[src/rtl/bba_pkg.sv]
// Shared types and constants for the bitmap block allocator.
package bba_pkg;

    // Field widths of the transaction ports
    localparam int IDX_W = 10;
    localparam int OUT_W = 11;
    localparam int CFG_W = 11;

    // Bitmap word geometry: one memory word holds this many block bits
    localparam int WORD_BITS = 64;
    localparam int BIT_W     = 6;

    // Defaults
    localparam int MAX_BLOCKS_DEF = 1024;
    localparam int BC_RESET       = 1024;

    typedef enum logic [1:0] {
        OP_CHECK   = 2'd0,
        OP_CLAIM   = 2'd1,
        OP_RELEASE = 2'd2,
        OP_FIND    = 2'd3
    } op_t;

    typedef enum logic [1:0] {
        ST_OK       = 2'd0,
        ST_RANGE    = 2'd1,
        ST_CONFLICT = 2'd2,
        ST_NOFREE   = 2'd3
    } status_t;

    typedef enum logic [1:0] {
        S_CLEAR,
        S_IDLE,
        S_ACCESS,
        S_SCAN
    } state_t;

    // Result of a free-bit search inside one bitmap word
    typedef struct packed {
        logic             found;
        logic [BIT_W-1:0] pos;
    } scan_res_t;

endpackage

[src/rtl/bitmap_block_allocator_top.sv]
// Bitmap block allocator: control sequencer, counters and result registers.
// An out-of-range index is answered straight from idle; check, release and a claim off
// the hint take one map access, and find and a claim of the hint block then scan 64-bit
// map words (up to ceil(block_count/64) of them). One transaction at a time, the next
// accepted in the done cycle. Reset and each block_count write clear the map with busy
// high; done is a one-cycle strobe, never stalled.
module bitmap_block_allocator_top #(
    parameter int MAX_BLOCKS = bba_pkg::MAX_BLOCKS_DEF
) (
    input  logic                        clk,
    input  logic                        rst_n,
    input  logic                        start,
    output logic                        busy,
    input  logic [1:0]                  operation,
    input  logic [bba_pkg::IDX_W-1:0]   block_index,
    input  logic                        block_count_wr,
    input  logic [bba_pkg::CFG_W-1:0]   block_count_data,
    output logic                        done,
    output logic [1:0]                  status,
    output logic [bba_pkg::OUT_W-1:0]   found_block,
    output logic [bba_pkg::OUT_W-1:0]   free_total,
    output logic [bba_pkg::OUT_W-1:0]   first_free_hint
);

    localparam int CNT_W = $clog2(MAX_BLOCKS + 1);
    localparam int WORDS = (MAX_BLOCKS + bba_pkg::WORD_BITS - 1) / bba_pkg::WORD_BITS;
    localparam int WA    = (WORDS > 1) ? $clog2(WORDS) : 1;
    localparam int BW    = bba_pkg::BIT_W;
    localparam int WB    = bba_pkg::WORD_BITS;
    localparam logic [CNT_W-1:0] MAX_VAL = CNT_W'(MAX_BLOCKS);
    localparam logic [CNT_W-1:0] BC_INIT =
        CNT_W'((bba_pkg::BC_RESET > MAX_BLOCKS) ? MAX_BLOCKS : bba_pkg::BC_RESET);

    bba_pkg::state_t  state_reg, state_next;
    bba_pkg::op_t     op_reg, op_next;
    bba_pkg::status_t status_reg, status_next;
    logic [bba_pkg::IDX_W-1:0] idx_reg, idx_next;
    logic [CNT_W-1:0] bc_reg, bc_next;
    logic [CNT_W-1:0] cnt_reg, cnt_next;
    logic [CNT_W-1:0] hint_reg, hint_next;
    logic [CNT_W-1:0] found_reg, found_next;
    logic [WA-1:0]    chk_addr_reg, chk_addr_next;
    logic [WA-1:0]    clr_addr_reg, clr_addr_next;
    logic [BW-1:0]    low_bit_reg, low_bit_next;
    logic             done_reg, done_next;

    logic             mem_we;
    logic [WA-1:0]    mem_waddr, mem_raddr;
    logic [WB-1:0]    mem_wdata, mem_rdata;

    logic [BW:0]      scan_limit;
    bba_pkg::scan_res_t scan_res;

    logic [31:0] idx_in_x, idx_x, bc_x, base_x, rem_x, pos_x, next_x, cfg_x;
    logic [31:0] cnt_x, hint_x, found_x;
    logic [CNT_W-1:0] bc_sat;
    logic [WB-1:0]    bit_mask;
    logic             bit_used;

    // Bitmap storage
    bba_map_ram #(
        .WORDS (WORDS),
        .WA    (WA)
    ) u_map (
        .clk   (clk),
        .we    (mem_we),
        .waddr (mem_waddr),
        .wdata (mem_wdata),
        .raddr (mem_raddr),
        .rdata (mem_rdata)
    );

    // Free-bit search in the word just read
    bba_word_scan u_scan (
        .word    (mem_rdata),
        .low_bit (low_bit_reg),
        .limit   (scan_limit),
        .res     (scan_res)
    );

    // Wide views of the narrow registers for comparisons
    assign idx_in_x = 32'(block_index);
    assign idx_x    = 32'(idx_reg);
    assign bc_x     = 32'(bc_reg);
    assign base_x   = 32'(chk_addr_reg) << BW;
    assign rem_x    = bc_x - base_x;
    assign pos_x    = base_x + 32'(scan_res.pos);
    assign next_x   = idx_x + 32'd1;
    assign cfg_x    = 32'(block_count_data);
    assign bc_sat   = (cfg_x > 32'(MAX_BLOCKS)) ? MAX_VAL : CNT_W'(cfg_x);
    assign bit_mask = WB'(1) << idx_reg[BW-1:0];
    assign bit_used = mem_rdata[idx_reg[BW-1:0]];

    // Number of bits of the current word below block_count
    assign scan_limit = (rem_x >= 32'(WB)) ? (BW + 1)'(WB) : (BW + 1)'(rem_x);

    // State and payload registers
    always_ff @(posedge clk or negedge rst_n)
    begin
        if (!rst_n)
        begin
            state_reg    <= bba_pkg::S_CLEAR;
            clr_addr_reg <= '0;
            bc_reg       <= BC_INIT;
            cnt_reg      <= BC_INIT;
            hint_reg     <= '0;
            done_reg     <= 1'b0;
        end
        else
        begin
            state_reg    <= state_next;
            clr_addr_reg <= clr_addr_next;
            bc_reg       <= bc_next;
            cnt_reg      <= cnt_next;
            hint_reg     <= hint_next;
            done_reg     <= done_next;
        end
    end

    always_ff @(posedge clk)
    begin
        op_reg       <= op_next;
        idx_reg      <= idx_next;
        status_reg   <= status_next;
        found_reg    <= found_next;
        chk_addr_reg <= chk_addr_next;
        low_bit_reg  <= low_bit_next;
    end

    // Sequencer: next state, map accesses and result
    always_comb
    begin
        state_next    = state_reg;
        op_next       = op_reg;
        idx_next      = idx_reg;
        status_next   = status_reg;
        found_next    = found_reg;
        bc_next       = bc_reg;
        cnt_next      = cnt_reg;
        hint_next     = hint_reg;
        chk_addr_next = chk_addr_reg;
        clr_addr_next = clr_addr_reg;
        low_bit_next  = low_bit_reg;
        done_next     = 1'b0;
        mem_we        = 1'b0;
        mem_waddr     = WA'(idx_x >> BW);
        mem_wdata     = mem_rdata;
        mem_raddr     = chk_addr_reg;

        case (state_reg)
            bba_pkg::S_CLEAR:
            begin
                mem_we        = 1'b1;
                mem_waddr     = clr_addr_reg;
                mem_wdata     = '0;
                clr_addr_next = clr_addr_reg + WA'(1);
                if (clr_addr_reg == WA'(WORDS - 1))
                begin
                    state_next = bba_pkg::S_IDLE;
                end
            end

            bba_pkg::S_IDLE:
            begin
                if (start)
                begin
                    op_next  = bba_pkg::op_t'(operation);
                    idx_next = block_index;
                    if (idx_in_x >= bc_x)
                    begin
                        done_next   = 1'b1;
                        status_next = bba_pkg::ST_RANGE;
                        found_next  = MAX_VAL;
                    end
                    else
                    begin
                        // Read the word holding the addressed block
                        mem_raddr     = WA'(idx_in_x >> BW);
                        chk_addr_next = WA'(idx_in_x >> BW);
                        low_bit_next  = block_index[BW-1:0];
                        if (bba_pkg::op_t'(operation) == bba_pkg::OP_FIND)
                        begin
                            state_next = bba_pkg::S_SCAN;
                        end
                        else
                        begin
                            state_next = bba_pkg::S_ACCESS;
                        end
                    end
                end
            end

            bba_pkg::S_ACCESS:
            begin
                found_next  = MAX_VAL;
                status_next = bba_pkg::ST_OK;
                done_next   = 1'b1;
                state_next  = bba_pkg::S_IDLE;
                case (op_reg)
                    bba_pkg::OP_CHECK:
                    begin
                        status_next = bit_used ? bba_pkg::ST_OK : bba_pkg::ST_CONFLICT;
                    end

                    bba_pkg::OP_CLAIM:
                    begin
                        if (bit_used)
                        begin
                            status_next = bba_pkg::ST_CONFLICT;
                        end
                        else
                        begin
                            mem_we    = 1'b1;
                            mem_wdata = mem_rdata | bit_mask;
                            cnt_next  = (cnt_reg == '0) ? '0 : cnt_reg - CNT_W'(1);
                            if (idx_x == 32'(hint_reg))
                            begin
                                if (next_x >= bc_x)
                                begin
                                    hint_next = MAX_VAL;
                                end
                                else
                                begin
                                    // Search onward for the new hint. A read of the
                                    // word being written returns stale data, but the
                                    // claimed bit lies below the start bit there.
                                    done_next     = 1'b0;
                                    state_next    = bba_pkg::S_SCAN;
                                    mem_raddr     = WA'(next_x >> BW);
                                    chk_addr_next = WA'(next_x >> BW);
                                    low_bit_next  = next_x[BW-1:0];
                                end
                            end
                        end
                    end

                    bba_pkg::OP_RELEASE:
                    begin
                        if (!bit_used)
                        begin
                            status_next = bba_pkg::ST_CONFLICT;
                        end
                        else
                        begin
                            mem_we    = 1'b1;
                            mem_wdata = mem_rdata & ~bit_mask;
                            if (idx_x < 32'(hint_reg))
                            begin
                                hint_next = CNT_W'(idx_x);
                            end
                            if (cnt_reg < bc_reg)
                            begin
                                cnt_next = cnt_reg + CNT_W'(1);
                            end
                        end
                    end

                    default:
                    begin
                        status_next = bba_pkg::ST_OK;
                    end
                endcase
            end

            bba_pkg::S_SCAN:
            begin
                if (scan_res.found || (base_x + 32'(WB) >= bc_x))
                begin
                    done_next   = 1'b1;
                    state_next  = bba_pkg::S_IDLE;
                    status_next = bba_pkg::ST_OK;
                    found_next  = MAX_VAL;
                    if (op_reg == bba_pkg::OP_FIND)
                    begin
                        if (scan_res.found)
                        begin
                            found_next = CNT_W'(pos_x);
                        end
                        else
                        begin
                            status_next = bba_pkg::ST_NOFREE;
                        end
                    end
                    else
                    begin
                        hint_next = scan_res.found ? CNT_W'(pos_x) : MAX_VAL;
                    end
                end
                else
                begin
                    // Next word, read issued now and checked next cycle
                    mem_raddr     = chk_addr_reg + WA'(1);
                    chk_addr_next = chk_addr_reg + WA'(1);
                    low_bit_next  = '0;
                end
            end

            default:
            begin
                state_next = bba_pkg::S_IDLE;
            end
        endcase

        // Block count write restarts the map
        if (block_count_wr)
        begin
            bc_next       = bc_sat;
            cnt_next      = bc_sat;
            hint_next     = (bc_sat == '0) ? MAX_VAL : '0;
            state_next    = bba_pkg::S_CLEAR;
            clr_addr_next = '0;
            done_next     = 1'b0;
        end
    end

    // Output ports
    assign cnt_x   = 32'(cnt_reg);
    assign hint_x  = 32'(hint_reg);
    assign found_x = 32'(found_reg);

    assign busy            = (state_reg != bba_pkg::S_IDLE);
    assign done            = done_reg;
    assign status          = status_reg;
    assign found_block     = found_x[bba_pkg::OUT_W-1:0];
    assign free_total      = cnt_x[bba_pkg::OUT_W-1:0];
    assign first_free_hint = hint_x[bba_pkg::OUT_W-1:0];

`ifndef SYNTHESIS
    // Free count never exceeds the configured block count
    assert property (@(posedge clk) disable iff (!rst_n) cnt_reg <= bc_reg)
        else $error("free count above block count");

    // Hint names a block in range or is exhausted
    assert property (@(posedge clk) disable iff (!rst_n)
        (hint_reg == MAX_VAL) || (hint_reg < bc_reg))
        else $error("hint out of range");

    // A result is only presented while the sequencer is back at idle
    assert property (@(posedge clk) disable iff (!rst_n) done |-> !busy)
        else $error("result strobe while busy");

    // Out-of-range index is answered in the next cycle
    assert property (@(posedge clk) disable iff (!rst_n)
        (start && !busy && !block_count_wr && (idx_in_x >= bc_x))
        |=> (done && (status == bba_pkg::ST_RANGE)))
        else $error("range error not reported");

    // Scan never walks past the bitmap
    assert property (@(posedge clk) disable iff (!rst_n)
        (state_reg == bba_pkg::S_SCAN) |-> (32'(chk_addr_reg) < 32'(WORDS)))
        else $error("scan address beyond map");
`endif

endmodule

[src/rtl/bba_map_ram.sv]
// Used/free bitmap memory: one write port, one registered read port.
module bba_map_ram #(
    parameter int WORDS = 16,
    parameter int WA    = 4
) (
    input  logic                           clk,
    input  logic                           we,
    input  logic [WA-1:0]                  waddr,
    input  logic [bba_pkg::WORD_BITS-1:0]  wdata,
    input  logic [WA-1:0]                  raddr,
    output logic [bba_pkg::WORD_BITS-1:0]  rdata
);

    logic [bba_pkg::WORD_BITS-1:0] mem [WORDS];

    // Write port
    always_ff @(posedge clk)
    begin
        if (we)
        begin
            mem[waddr] <= wdata;
        end
    end

    // Registered read port (old data on a same-address write)
    always_ff @(posedge clk)
    begin
        rdata <= mem[raddr];
    end

endmodule

[src/rtl/bba_word_scan.sv]
// Finds the lowest free block bit in one bitmap word between a start bit and a limit.
module bba_word_scan (
    input  logic [bba_pkg::WORD_BITS-1:0] word,
    input  logic [bba_pkg::BIT_W-1:0]     low_bit,
    input  logic [bba_pkg::BIT_W:0]       limit,
    output bba_pkg::scan_res_t            res
);

    localparam int BW = bba_pkg::BIT_W;

    // Priority encoder, lowest qualifying bit wins
    always_comb
    begin
        res.found = 1'b0;
        res.pos   = '0;
        for (int j = bba_pkg::WORD_BITS - 1; j >= 0; j--)
        begin
            if (!word[j] && (BW'(j) >= low_bit) && ((BW + 1)'(j) < limit))
            begin
                res.found = 1'b1;
                res.pos   = BW'(j);
            end
        end
    end

endmodule

[config.mk]
export PLATFORM = sky130hd
export DESIGN_NAME = bitmap_block_allocator_top
export DESIGN_NICKNAME = d
export VERILOG_FILES = /design/src/rtl/bba_pkg.sv /design/src/rtl/bitmap_block_allocator_top.sv /design/src/rtl/bba_map_ram.sv /design/src/rtl/bba_word_scan.sv
export SDC_FILE = /design/constraint.sdc
export NUM_CORES = 2
export LEC_CHECK = 0
export BUFFER_PORTS_ARGS = -buffer_cell sky130_fd_sc_hd__buf_2
export CORE_MARGIN = 2
export CORE_UTILIZATION = 36
export CTS_CLUSTER_SIZE = 10
export DETAILED_ROUTE_END_ITERATION = 6
export GPL_TIMING_DRIVEN = 0
export PLACE_DENSITY = 0.47
export SYNTH_ARGS = -nofsm -noshare
export SYNTH_HDL_FRONTEND = slang
export SYNTH_SLANG_ARGS = --single-unit
[constraint.sdc]
create_clock -name clk -period 12.1 [get_ports clk]
set_clock_uncertainty 0.1 [all_clocks]
set_input_delay 0 -clock clk [delete_from_list [all_inputs] [get_ports clk]]
set_output_delay 0 -clock clk [all_outputs]
set_load 0.03 [all_outputs]
Word-level counts from Yosys, hierarchy flattened --
Memory sizes are Yosys's and may differ from the RTL's. A register that Yosys moved wholly into a read port is not among the register bits. Index checks and enable logic that the tools add are counted.
Word-level totals: register bits after elaboration 75, logic and storage cells 553, output and inout port bits 37, RAM bits 1024, input bits 27, memories kept 1
Operators by class: shift operators 1, eq/ne operators 33, add/sub/neg operators 8, reduce and logical (&&, ||, !) cells 209, $lt $le $gt $ge 136, mux-type cells 150, bitwise operators 3
Memory list:
- u_map.mem | words 16, bits a word 64, read ports 1, clocked after Yosys merged registers in 1, wr ports 1, RTL line bba_map_ram.sv:14 | logic [bba_pkg::WORD_BITS-1:0] mem [WORDS];
Operators by type and width (number):
- $mux W7 | 65
- $pmux W64 S2 | 2
- $mux W11 | 21
- $lt A6 B7 Y1 const A | 32
- $ge A6 B6 Y1 const A | 32
- $logic_and A1 B1 Y1 | 128
- $mux W64 | 2
- $lt A5 B7 Y1 const A | 16
- $ge A5 B6 Y1 const A | 16
- $pmux W11 S2 | 3
- $and A64 B64 Y64 | 1
- $logic_not A1 Y1 | 64
- $not A64 Y64 | 1
- $or A64 B64 Y64 | 1
- $shl A1 B6 Y64 const A | 1
- $lt A4 B7 Y1 const A | 8
- $ge A4 B6 Y1 const A | 8
- $mux W6 | 7
- $mux W4 | 10
- $pmux W11 S3 | 1
- $ge A32 B7 Y1 const B | 1
- $mux W2 | 16
- $lt A3 B7 Y1 const A | 4
- $ge A3 B6 Y1 const A | 4
- 46 further kinds | 96

Logic depth before layout (Yosys ltp) --
word-level depth 75, depth in mapped cells 22

By module --
A second synthesis with hierarchy kept.
Unflattened totals: cell total of the unflattened synthesis 2986, area total of the unflattened synthesis 49860.3 um^2
Modules (own cells, without submodules):
- bba_map_ram | cells each 1647, seq. area each 32030.7 um^2, area each 39581.7 um^2, times used 1
- bitmap_block_allocator_top | cells each 948, seq. area each 2014.4 um^2, area each 7726.2 um^2, times used 1
- bba_word_scan | cells each 391, seq. area each 0.0 um^2, area each 2552.4 um^2, times used 1

Worst setup path after synthesis --
Ideal clock, no wire load.
path type register to register, start register idx_reg[1] in the netlist's numbering, end memory u_map.mem[11][0] in the netlist's numbering, enable pin, arrival 5.786 ns, setup slack 5.727 ns, library setup time 0.487 ns, path buffers 3, period minus slack after synthesis 6.373 ns, stages on the path, launching flop included 12, path through edfxtp_1 -> clkbuf_1 -> buf_1 -> mux4_2 -> a221oi_1 -> a32oi_1 -> nand3b_1 -> clkbuf_1 -> nand2_1 -> a211oi_1 -> a31oi_1 -> nor2_1
On the way: word-level cells in the longest chain between the ends 7, elaborated cells on any way between the ends 8, classes of those cells mux: 8
RTL lines:
- from (decl) | RTL line bitmap_block_allocator_top.sv:37 | logic [bba_pkg::IDX_W-1:0] idx_reg, idx_next;
- from (signal assigned) | RTL line bitmap_block_allocator_top.sv:123 | idx_reg <= idx_next;
- $bmux W1 S6 * | RTL line bitmap_block_allocator_top.sv:92 | assign bit_used = mem_rdata[idx_reg[BW-1:0]];
- $mux W1 (implied by the code) * | RTL line bitmap_block_allocator_top.sv:92
- $mux W1, on equally long branches | RTL line bitmap_block_allocator_top.sv:239, bitmap_block_allocator_top.sv:207
- $pmux W1 S2 * | RTL line bitmap_block_allocator_top.sv:199 | case (op_reg)
- $pmux W1 S2 * | RTL line bitmap_block_allocator_top.sv:150 | case (state_reg)
- $mux W1 * | RTL line bba_map_ram.sv:19 | if (we)
- $mux W1 (implied by the code) * | RTL line bba_map_ram.sv:21 | mem[waddr] <= wdata;
- to (decl) | RTL line bba_map_ram.sv:14
Every way passes the cells marked *; elsewhere a longest branch is shown, timed or not. The select of a mux whose other input is x is not followed.

Worst setup path in the final report --
start register chk_addr_reg[1], end register u_map.rdata[17] in the netlist's numbering (read register of u_map.mem)
On the way: word-level cells in the longest chain between the ends 72, elaborated cells on any way between the ends 207, classes of those cells add/sub: 3; order compare: 66; mux: 73; reduce/logical: 65
RTL lines:
- from (decl) | RTL line bitmap_block_allocator_top.sv:42 | logic [WA-1:0] chk_addr_reg, chk_addr_next;
- from (signal assigned) | RTL line bitmap_block_allocator_top.sv:126 | chk_addr_reg <= chk_addr_next;
- $sub A11 B10 Y12 | RTL line bitmap_block_allocator_top.sv:86 | assign rem_x = bc_x - base_x;
- $ge A32 B7 Y1 | RTL line bitmap_block_allocator_top.sv:95 | assign scan_limit = (rem_x >= 32'(WB)) ? (BW + 1)'(WB) : (BW + 1)'(rem_x);
- $mux W7 | RTL line bitmap_block_allocator_top.sv:95
- $lt A6 B7 Y1 | RTL line bba_word_scan.sv:18 | if (!word[j] && (BW'(j) >= low_bit) && ((BW + 1)'(j) < limit))
- $logic_and A1 B1 Y1 | RTL line bba_word_scan.sv:18
- $mux W7 (64 in series) | RTL line bba_word_scan.sv:18
- $logic_or A1 B1 Y1 | RTL line bitmap_block_allocator_top.sv:267 | if (scan_res.found || (base_x + 32'(WB) >= bc_x))
- $mux W4
- $pmux W4 S3 *
- to (decl) | RTL line bba_map_ram.sv:11 | output logic [bba_pkg::WORD_BITS-1:0] rdata
Every way passes the cells marked *; elsewhere a longest branch is shown, timed or not. A chain may end at the register's enable or synchronous reset.

==> run_results.csv <==
group,metric,value,unit
status,status,"completed",
cts,cts_setup_buffers,0,
global_routing,gr-total-overflow,0,
route,drc_errors,0,
route,first_iter_violations,2842,
cts,path_clk_slew,0.06,ns
global_routing,grt_pass1_wl,251000,um
sta,finalSetupTns,0,ns
sta,finalCritPeriodShare,0.686,
sta,max_freq,120,MHz
route,vias_per_cell,5.78,
cts,hold_buffers,60,
synthesis,ys.flop_type,"edfxtp_1",
cts,cts_buffer_depth,3,
route,dr.pass1.iters,6,
critical_path,cp.arrival,8.83,ns
global_routing,grtUsageTotal,0.246,
cells_and_area,reg_top3,"u_map.mem: 1024 flops, u_map.rdata: 64 flops",
critical_path,endpoint_kind,"register",
critical_path,crit_type,"register to register",
die,io_pins,64,
synthesis,ys_seq_elements,1163,
die,die-area,0.145,mm^2
sta,layout_min_cycle_time,8.30,ns
sta,slew_viol_final,0,
global_routing,grt_max_degree,39,
placed_design,hpwl,129000,um
cts,cts_resized,0,
placed_design,io_buffer_count,62,
route,via_count,31900,
route,routed_wl,180000,um
critical_path,critPathMaxFanout,10,
synthesis,synth-seq-area-share,0.664,
run,drv_cap,0,
cells_and_area,n_fill_cell,12600,
cts,clock_latency,0.80,ns
synthesis,synth.cell_area,0.0513,mm^2
synthesis,ys_warn_count,0,
placed_design,post-place-ws,3.75,ns
pwr,peakVddDrop,0.114,mV
pwr,power_density,178,mW/mm^2
die,initial_core_util,0.363,
cells_and_area,nets,3604,
sta,slew_headroom,0.0268,
cells_and_area,area_delta_synth_final,17.8,%
placed_design,place.gp.congestion,0.952,
synthesis,syn_area_per_cell,16.2,um^2
synthesis,syn_inst,3157,
sta,setup_slack,3.80,ns
cts,numCtsBuffers,138,
sta,finalHoldViolCount,0,
sta,hold_ws,0.0573,ns
cts,cts_tree,"built",
synthesis,synth_cell_type_count,98,
sta,tightestPinTransition,1.44,ns
critical_path,critPathLaunchType,"register",
worst_hold_path,hp-class,"input port to register",
synthesis,async_reset_ff_frac,0.0344,
cells_and_area,layout-drive-gt1-share,0.195,
die,core_area,0.141,mm^2
route,ant_nets,0,
route,wl_per_cell,32.6,um
sta,rsz0062_at_grt,"false",
die,die_w,381,um
sta,setup_viol,0,
global_routing,antenna_found_initial,6,
cells_and_area,top_register,"u_map.mem",
critical_path,crit_required,12.63,ns
pwr,leakage,20.0,nW
cts,cts-root-buf,"clkbuf_16",
synthesis,synth_edf_count,1055,
cts,cts_sinks,1163,
global_routing,grt_pass1_vias,32600,
die,row_count,138,
cells_and_area,largest_reg_flops,1024,
synthesis,synth_nets,3253,
die,die_h,381,um
cts,cts.htree.levels,4,
[synth_stat cells (7+ instances only)]
library cell	count	area [um^2]
a211o_1	8	70.1
a211oi_1	20	150
a21o_1	26	195
a21oi_1	147	736
a221oi_1	19	166
a22o_1	19	166
a31o_2	7	61.3
a31oi_1	26	163
a32oi_1	9	78.8
and2_1	12	75.1
and3_1	12	75.1
buf_1	16	60.1
buf_12	12	240
buf_2	24	120
buf_8	9	135
clkbuf_1	114	428
dfrtp_1	38	951
dfxtp_1	68	1360
edfxtp_1	1055	31700
ha_1	68	851
inv_1	59	221
mux2i_1	199	1990
mux4_2	272	6130
nand2_1	159	597
nand2b_1	18	113
nand3_1	76	380
nand3b_1	11	82.6
nand4_1	7	43.8
nor2_1	132	495
nor2b_1	14	87.6
nor3_1	43	215
nor4_1	8	50.1
o21a_1	20	150
o21ai_0	225	1130
o21bai_1	10	75.1
o22ai_1	8	50.1
o31ai_1	13	97.6
or2_2	7	43.8
or3_1	11	68.8
or4_1	7	52.6
xnor2_1	16	140
[critical path: stages (launching register included)]
cell and delay, ns:
dfxtp_1 0.60, inv_1 0.15, ha_1 0.30, nor2b_1 0.15, o21ai_0 0.29, nand2_1 0.15
a211oi_2 1.07, nor3_1 0.34, a221o_1 0.47, a31oi_1 0.80, nand4b_4 0.37, nor4b_1 0.09
o21ai_2 0.70, buf_2 0.61, buf_1 1.11, mux4_2 0.43, mux2i_1 0.25, mux2i_1 0.11
[through the flow]
stage | utilization | cells | instance area (um^2) | power, mW
after global placement | 0.381 | 5109 | 53900 | 6.93
after global routing | 0.427 | 5508 | 60400 | 11.2
after floorplan | - | 3157 | 51300 | 5.98
final | 0.427 | 5513 | 60400 | 10.8
after detailed placement | 0.392 | 5196 | 55500 | 6.96
after CTS | 0.427 | 5506 | 60400 | 10.9
[path summary, 6_finish.rpt]
kind	start	end	slack (ns)	cells after the start
worst max-delay path	chk_addr_reg[1]	u_map.rdata[17]	3.80	17
worst min-delay path	block_index[5]	low_bit_reg[5]	0.06	3
worst max register to register	chk_addr_reg[1]	u_map.rdata[17]	3.80	17
worst min register to register	first_free_hint[4]	first_free_hint[4]	0.46	2
max in group asynchronous	rst_n	free_total[6]	11.34	4
min in group asynchronous	rst_n	bc_reg[10]	0.26	3
[report_power, final]
part	switching [mW]	internal (mW)	leakage (nW)
clock network	1.66	2.21	2.00
logic	1.24	0.683	7.58
registers	0.336	4.64	10.4
total	3.24	7.54	20.0
[cells by family (layout without fill, tap and decap cells)]
logic type / count (synthesis) / count (layout) / synth area share
other: 0 / 5 / 0
xor gates and xnor gates: 22 / 22 / 0.00376
and+or+nand+nor: 542 / 542 / 0.0515
AOI/OAI and AO/OA: 643 / 643 / 0.0797
muxes: 471 / 471 / 0.158
buffers and inverters: 247 / 708 / 0.0256
DFF: 1163 / 1163 / 0.664
adders and majority gates: 69 / 69 / 0.0170
[per-layer routing]
layer	vias up	track usage	share of wire
met1	16900	0.342	0.44
met5	-	0	0
met4	0	0.0924	0.037
met3	254	0.0377	0.055
li1	13500	-	-
met2	1241	0.390	0.47
[cells in the final DEF (no fill, tap or decap), drive strengths merged, types with 27 or more instances in the layout]
master	n
mux2i	199
nor2	132
a21oi	149
nor3	44
mux4	272
o21ai	231
nand3	76
inv	64
dfxtp	68
clkbuf	344
dfrtp	38
nand2	160
edfxtp	1055
a31oi	27
ha	68
dlygate4sd3	59
buf	220
[layout make-up]
type,count,area [um^2],area share
Tap cell,1890,2360,0.0392
Antenna cell,5,12.5,0.000207
Multi-Input combinational cell,1747,16100,0.266
Sequential cell,1163,34000,0.564
Inverter,62,233,0.00385
Clock inverter,23,429,0.00711
Timing Repair Buffer,211,2350,0.0389
Buffer,185,1080,0.0179
Clock buffer,227,3820,0.0632
Power figures use the tool's default switching activity.
